$ cat src/sv/cvfm_pkg.sv
package cvfm_pkg;

  // Controller states
  typedef enum logic [2:0] {
    ST_IDLE,
    ST_SCAN,
    ST_DRAIN,
    ST_EMIT_SUB,
    ST_DIV_START,
    ST_DIV_WAIT,
    ST_EMIT_PACK
  } state_t;

  // Commands from controller to datapath
  typedef struct packed {
    logic store;
    logic eval_start;
    logic rd;
    logic first_cell;
    logic first_sub;
    logic emit_sub;
    logic emit_pack;
    logic div_start;
  } cmd_t;

  // Status from datapath to controller
  typedef struct packed {
    logic out_free;
    logic div_done;
  } stat_t;

  localparam int CFG_IDX_W = 2;
  localparam int CFG_DATA_W = 32;

  // Register indexes
  localparam logic [CFG_IDX_W-1:0] REG_OVER_LIMIT  = 2'd0;
  localparam logic [CFG_IDX_W-1:0] REG_UNDER_LIMIT = 2'd1;
  localparam logic [CFG_IDX_W-1:0] REG_FAULT_LIMIT = 2'd2;
  localparam logic [CFG_IDX_W-1:0] REG_REFRESH     = 2'd3;

  // Operation codes
  localparam logic OP_STORE = 1'b0;
  localparam logic OP_EVAL  = 1'b1;

  // Register reset values
  localparam logic signed [15:0] OVER_LIMIT_RST  = 16'sd18000;
  localparam logic signed [15:0] UNDER_LIMIT_RST = 16'sd6667;
  localparam logic [7:0]         FAULT_LIMIT_RST = 8'd4;
  localparam logic [31:0]        REFRESH_RST     = 32'd5000;

  // Level of a cell that has never been written (0 V)
  localparam logic signed [15:0] UNWRITTEN_LEVEL = -16'sd10000;
  localparam logic [7:0]         COUNT_MAX       = 8'hFF;

endpackage

$ cat src/sv/cvfm_ctrl.sv
module cvfm_ctrl
  import cvfm_pkg::*;
#(
  parameter int SUBPACKS        = 4,
  parameter int CELLS_PER_GROUP = 32
) (
  input  logic  clk,
  input  logic  rst_n,
  input  logic  in_valid,
  input  logic  in_op,
  output logic  in_stall,
  input  stat_t stat,
  output cmd_t  cmd
);

  localparam int CW = (CELLS_PER_GROUP > 1) ? $clog2(CELLS_PER_GROUP) : 1;
  localparam int SW = (SUBPACKS > 1) ? $clog2(SUBPACKS) : 1;
  localparam logic [CW-1:0] LAST_CELL = CW'(CELLS_PER_GROUP - 1);
  localparam logic [SW-1:0] LAST_SUB  = SW'(SUBPACKS - 1);

  state_t        state_r, state_nxt;
  logic [CW-1:0] cell_r, cell_nxt;
  logic [SW-1:0] sp_r, sp_nxt;
  logic          in_fire;

  assign in_fire = in_valid && !in_stall;

  always_comb begin
    state_nxt = state_r;
    cell_nxt  = cell_r;
    sp_nxt    = sp_r;
    unique case (state_r)
      ST_IDLE: begin
        if (in_fire && (in_op == OP_EVAL)) begin
          state_nxt = ST_SCAN;
          cell_nxt  = '0;
          sp_nxt    = '0;
        end
      end
      ST_SCAN: begin
        cell_nxt = cell_r + 1'b1;
        if (cell_r == LAST_CELL) begin
          state_nxt = ST_DRAIN;
        end
      end
      ST_DRAIN: state_nxt = ST_EMIT_SUB;
      ST_EMIT_SUB: begin
        if (stat.out_free) begin
          if (sp_r == LAST_SUB) begin
            state_nxt = ST_DIV_START;
          end else begin
            state_nxt = ST_SCAN;
            sp_nxt    = sp_r + 1'b1;
            cell_nxt  = '0;
          end
        end
      end
      ST_DIV_START: state_nxt = ST_DIV_WAIT;
      ST_DIV_WAIT: begin
        if (stat.div_done) begin
          state_nxt = ST_EMIT_PACK;
        end
      end
      ST_EMIT_PACK: begin
        if (stat.out_free) begin
          state_nxt = ST_IDLE;
        end
      end
      default: state_nxt = ST_IDLE;
    endcase
  end

  always_comb begin
    in_stall       = (state_r != ST_IDLE);
    cmd            = '0;
    cmd.store      = (state_r == ST_IDLE) && in_fire && (in_op == OP_STORE);
    cmd.eval_start = (state_r == ST_IDLE) && in_fire && (in_op == OP_EVAL);
    cmd.rd         = (state_r == ST_SCAN);
    cmd.first_cell = (state_r == ST_SCAN) && (cell_r == '0);
    cmd.first_sub  = (state_r == ST_EMIT_SUB) && (sp_r == '0);
    cmd.emit_sub   = (state_r == ST_EMIT_SUB) && stat.out_free;
    cmd.emit_pack  = (state_r == ST_EMIT_PACK) && stat.out_free;
    cmd.div_start  = (state_r == ST_DIV_START);
  end

  always_ff @(posedge clk) begin
    if (!rst_n) begin
      state_r <= ST_IDLE;
      cell_r  <= '0;
      sp_r    <= '0;
    end else begin
      state_r <= state_nxt;
      cell_r  <= cell_nxt;
      sp_r    <= sp_nxt;
    end
  end

endmodule

$ cat config.mk
export PLATFORM = sky130hd
export DESIGN_NAME = cvfm_ctrl
export DESIGN_NICKNAME = d
export VERILOG_FILES = /design/src/sv/cvfm_pkg.sv /design/src/sv/cvfm_ctrl.sv
export SDC_FILE = /design/constraint.sdc
export NUM_CORES = 1
export LEC_CHECK = 0
export BUFFER_PORTS_ARGS = -buffer_cell sky130_fd_sc_hd__buf_4
export CORE_MARGIN = 2
export CORE_UTILIZATION = 45
export DETAILED_ROUTE_END_ITERATION = 6
export PLACE_DENSITY_LB_ADDON = 0.05
export SYNTH_ARGS = -nofsm -noshare
export SYNTH_HDL_FRONTEND = slang
export SYNTH_SLANG_ARGS = --single-unit
$ cat constraint.sdc
create_clock -name clk -period 2.5 [get_ports clk]
set_clock_uncertainty 0.15 [all_clocks]
set_input_delay 0.375 -clock clk [delete_from_list [all_inputs] [get_ports clk]]
set_output_delay 0.375 -clock clk [all_outputs]
set_load 0.02 [all_outputs]
== After elaboration in Yosys (flattened, before gate mapping) ==
Cells that the tools add are included.

* Output and inout port bits: 9
* Word-level logic and storage cells: 54
* Input port bits: 6
* Bits in registers: 10

* Mux-type cells: 15
* Add/subtract/negate cells: 2
* Reductions and logical operators: 19
* Bitwise gates (word level): 1
* Equality and inequality tests: 14

{| class="wikitable"
|+ Operators with widths
! operator !! count
|-
| 3-bit case mux with 7 select lines || 1
|-
| 3-bit two-way mux || 6
|-
| 5-bit two-way mux || 3
|-
| 5-bit case mux with 3 select lines || 1
|-
| 2-bit != test, second input constant || 5
|-
| 3-bit equality test, second input constant || 3
|-
| 1-bit logical AND || 9
|-
| 4-bit AND reduction || 2
|-
| 3-bit by 2-bit equality test with 1-bit output, second input constant || 2
|-
| 2-bit two-way mux || 3
|-
| 3-bit nonzero test || 2
|-
| 5-bit by 1-bit adder with 5-bit output, second input constant || 1
|-
| 5-bit equality test, second input constant || 1
|-
| 5-bit logical NOT || 1
|-
| 5-bit AND reduction || 1
|-
| 2-bit case mux with 2 select lines || 1
|-
| 3-bit by 1-bit equality test with 1-bit output, second input constant || 1
|-
| 3-bit logical NOT || 1
|-
| 2-bit by 1-bit adder with 2-bit output, second input constant || 1
|-
| 2-bit equality test, second input constant || 1
|-
| 2-bit logical NOT || 1
|-
| 2-bit by 1-bit != test with 1-bit output, second input constant || 1
|-
| 2-bit nonzero test || 1
|-
| 1-bit logical NOT || 1
|-
| 1-bit inverter || 1
|}

== Longest topological paths before layout ==
* Depth in word-level cells: 6
* Gate-level depth with buffers: 6
* Gate-level depth less buffers: 5

== Least setup slack after synthesis ==
No wires, ideal clock.

* Path kind: reg2out
* From: reg state_r[2]
* To: out cmd[4] (netlist name)
* Slack: 670 ps
* Buffers on the path: 1
* Cell stages (with the launch flop): 5
* Arrival time: 1,305 ps
* Required time: 1,975 ps
* Cells stage by stage: dfxtp_1 > buf_6 > nor2_4 > nand2_2 > nor4_1

{| class="wikitable"
|+ RTL lines
! item !! line !! text
|-
| start, declared || cvfm_ctrl.sv:21 || <nowiki>state_t state_r, state_nxt;</nowiki>
|-
| start signal, assigned || cvfm_ctrl.sv:92 || <nowiki>state_r <= state_nxt;</nowiki>
|-
| end, declared || cvfm_ctrl.sv:13 || <nowiki>output cmd_t cmd</nowiki>
|}

==> qor.yml <==
status: "complete, no violations"
dp_hpwl_um: 1040
route.detailed.drc: 0
antenna_cells: 0
wl_um: 1370
cp-start-kind: "register"
setup_violations: 0
crit_type: "register to output port"
r2r-end: "cell_r[3]$_SDFFE_PN0P_"
synth_edf_count: 0
finalSetupTns_ns: 0
die_w_um: 43.8
grt_pass1_wl_um: 2270
rrSetupSlack_ns: 0.85
finalPower_mw: 0.612
cp.arrival_ns: 1.47
ys_seq_area_share_pct: 28.0
cts.sinks: 10
nFillCells: 151
maxSlewViolCount: 0
grt_max_degree: 15
whs_path_depth: 3
io_buffers: 14
cts_buffers: 3
post-route-period-util_pct: 79.9
h-tree-depth: 1
cts_tree: "done"
ir_drop_mv: 0.349
clock_latency_ns: 0.26
fmaxAchievable_mhz: 501
worstMarginPinSlew_ns: 0.436
rows: 14
io_pins: 15
wire_per_inst_um: 12.0
synth_nets: 96
start_util_pct: 48.0
post_cts_buffers: 0
dr.pass1.iters: 4
fp.dieArea_um2: 1920
ctsResizeCount: 0
fp.coreArea_um2: 1490
drive_gt1_share_pct: 27.6
clockBufferDepth: 2
dr.first_iter.drc_count: 17
yosys.area.top_type_share_pct: 28.0
final_hold_viol_count: 0
cts_root_buf: "clkbuf_4"
grt_setup_unrepaired: "false"
leakagePower_nw: 0.365
power.density_nw_per_um2: 747
grt_overflow: 0
first_global_vias: 527
ant_nets: 0
crit_fanout: 14
hp-class: "primary input to register"
whs_endpoint: "cell_r[0]$_SDFFE_PN0P_"
vias_per_cell: 5.47
fin_nets: 111
hold_path_startpoint: "rst_n"
synth_cell_types: 38
fin_crit_ns: 2.00
die_y_um: 43.8
syn_inst: 85
yosysWarnings: 0
yosys.area.top_type: "dfxtp_1"
max_slew_margin_pct: 70.9
ys_ff_latch: 10
via_count: 624
synthFlopType: "dfxtp_1"
async_flop_share_pct: 0
hold_buffers: 0
yosys-top-cells-count: "dfxtp_1, nand2_1, inv_1, nand3_1, ha_1"
mappedNetlistArea_um2: 714
reg2reg_from: "state_r[1]$_SDFFE_PN0P_"
reg2reg_depth: 4
synth.avg_cell_area_um2: 8.41
grt_antenna_before_repair: 0
path_clk_slew_ns: 0.06
maxCapViolCount: 0
gp_congestion: 0.687
area_growth_pct: 14.7
synth.area.top_cells: "dfxtp_1, ha_1, nand2_1, buf_6, nand3_1"
cp.required_ns: 1.98
crit_path_end_kind: "output port"
track_usage_pct: 15.9
## sequential cells by signal, summed over array words and instances (netlist names)
| name | count |
|---|---|
| cell_r | 5 |
| sp_r | 2 |
| state_r | 3 |
## layout make-up
class	count	area (um2)	share of cell area, %
multi-input cells	62	437	53.3
flip-flops and latches	10	200	24.4
repair buffers	14	105	12.8
inverters	9	35.0	4.27
clock buffers	3	22.5	2.75
well taps	16	20.0	2.44
## cell families (layout without fill, tap and decap cells)
group	count (synthesis)	in the layout	share of synthesized area (%)
buffers and inverters	13	26	10.9
and+or+nand+nor	34	34	28.0
muxes	1	1	1.40
DFF	10	10	28.0
AOI/OAI and AO/OA	22	22	22.9
adders and majority gates	5	5	8.76
## per-stage QoR
step                      instance area (um2)  hold WS [ns]  setup slack (ns)  utilization (%)  instances
final                                     820         0.293             0.503             55.0        114
after global routing                      820         0.300             0.335             55.0        114
after global placement                    797         0.332             0.799             53.5        111
after floorplan                           714         0.304             0.670                -         85
after CTS                                 820         0.282             0.481             55.0        114
after detailed placement                  797         0.329             0.782             53.5        111
## how the worst max path moves through the flow
stage | from | to | cells after the start
3_5_place_dp | state_r[0]$_SDFFE_PN0P_ | cmd[4] | 3
2_1_floorplan | state_r[2]$_SDFFE_PN0P_ | cmd[4] | 4
4_1_cts | state_r[0]$_SDFFE_PN0P_ | cmd[4] | 3
5_1_grt | state_r[0]$_SDFFE_PN0P_ | cmd[4] | 3
3_3_place_gp | state_r[0]$_SDFFE_PN0P_ | cmd[4] | 3
6_report | state_r[0]$_SDFFE_PN0P_ | cmd[4] | 3
## power by group
part / leakage (nW) / internal (mW) / total [mW] / switching [mW]
Clock: 0.0138 / 0.0554 / 0.106 / 0.0505
Sequential: 0.0811 / 0.180 / 0.229 / 0.0489
Combinational: 0.270 / 0.116 / 0.277 / 0.161
## per-layer routing
metal  vias up  global-route usage (%)  wire, um
met5         -                       0         0
met4         0                    3.64         0
met3         0                    6.25        50
met2         9                    22.4       615
met1       281                    22.9       699
li1        334                       -         -
## layout by cell type (no fill, tap or decap), types with 2 or more instances in the layout
master	instances
buf_4	14
nand2b_1	2
and3_1	2
inv_1	8
dfxtp_1	10
nand3_1	6
and2_1	2
ha_1	5
o21ai_0	4
o22ai_1	3
clkbuf_4	3
a21oi_1	4
nand2_1	10
## worst max-delay path: stages, from the launching register on
cell	delay (ns)
dfxtp_1	0.59
nand2_2	0.15
nor4_1	0.28
buf_4	0.19
Note: power is estimated with default switching activity, not from simulation.
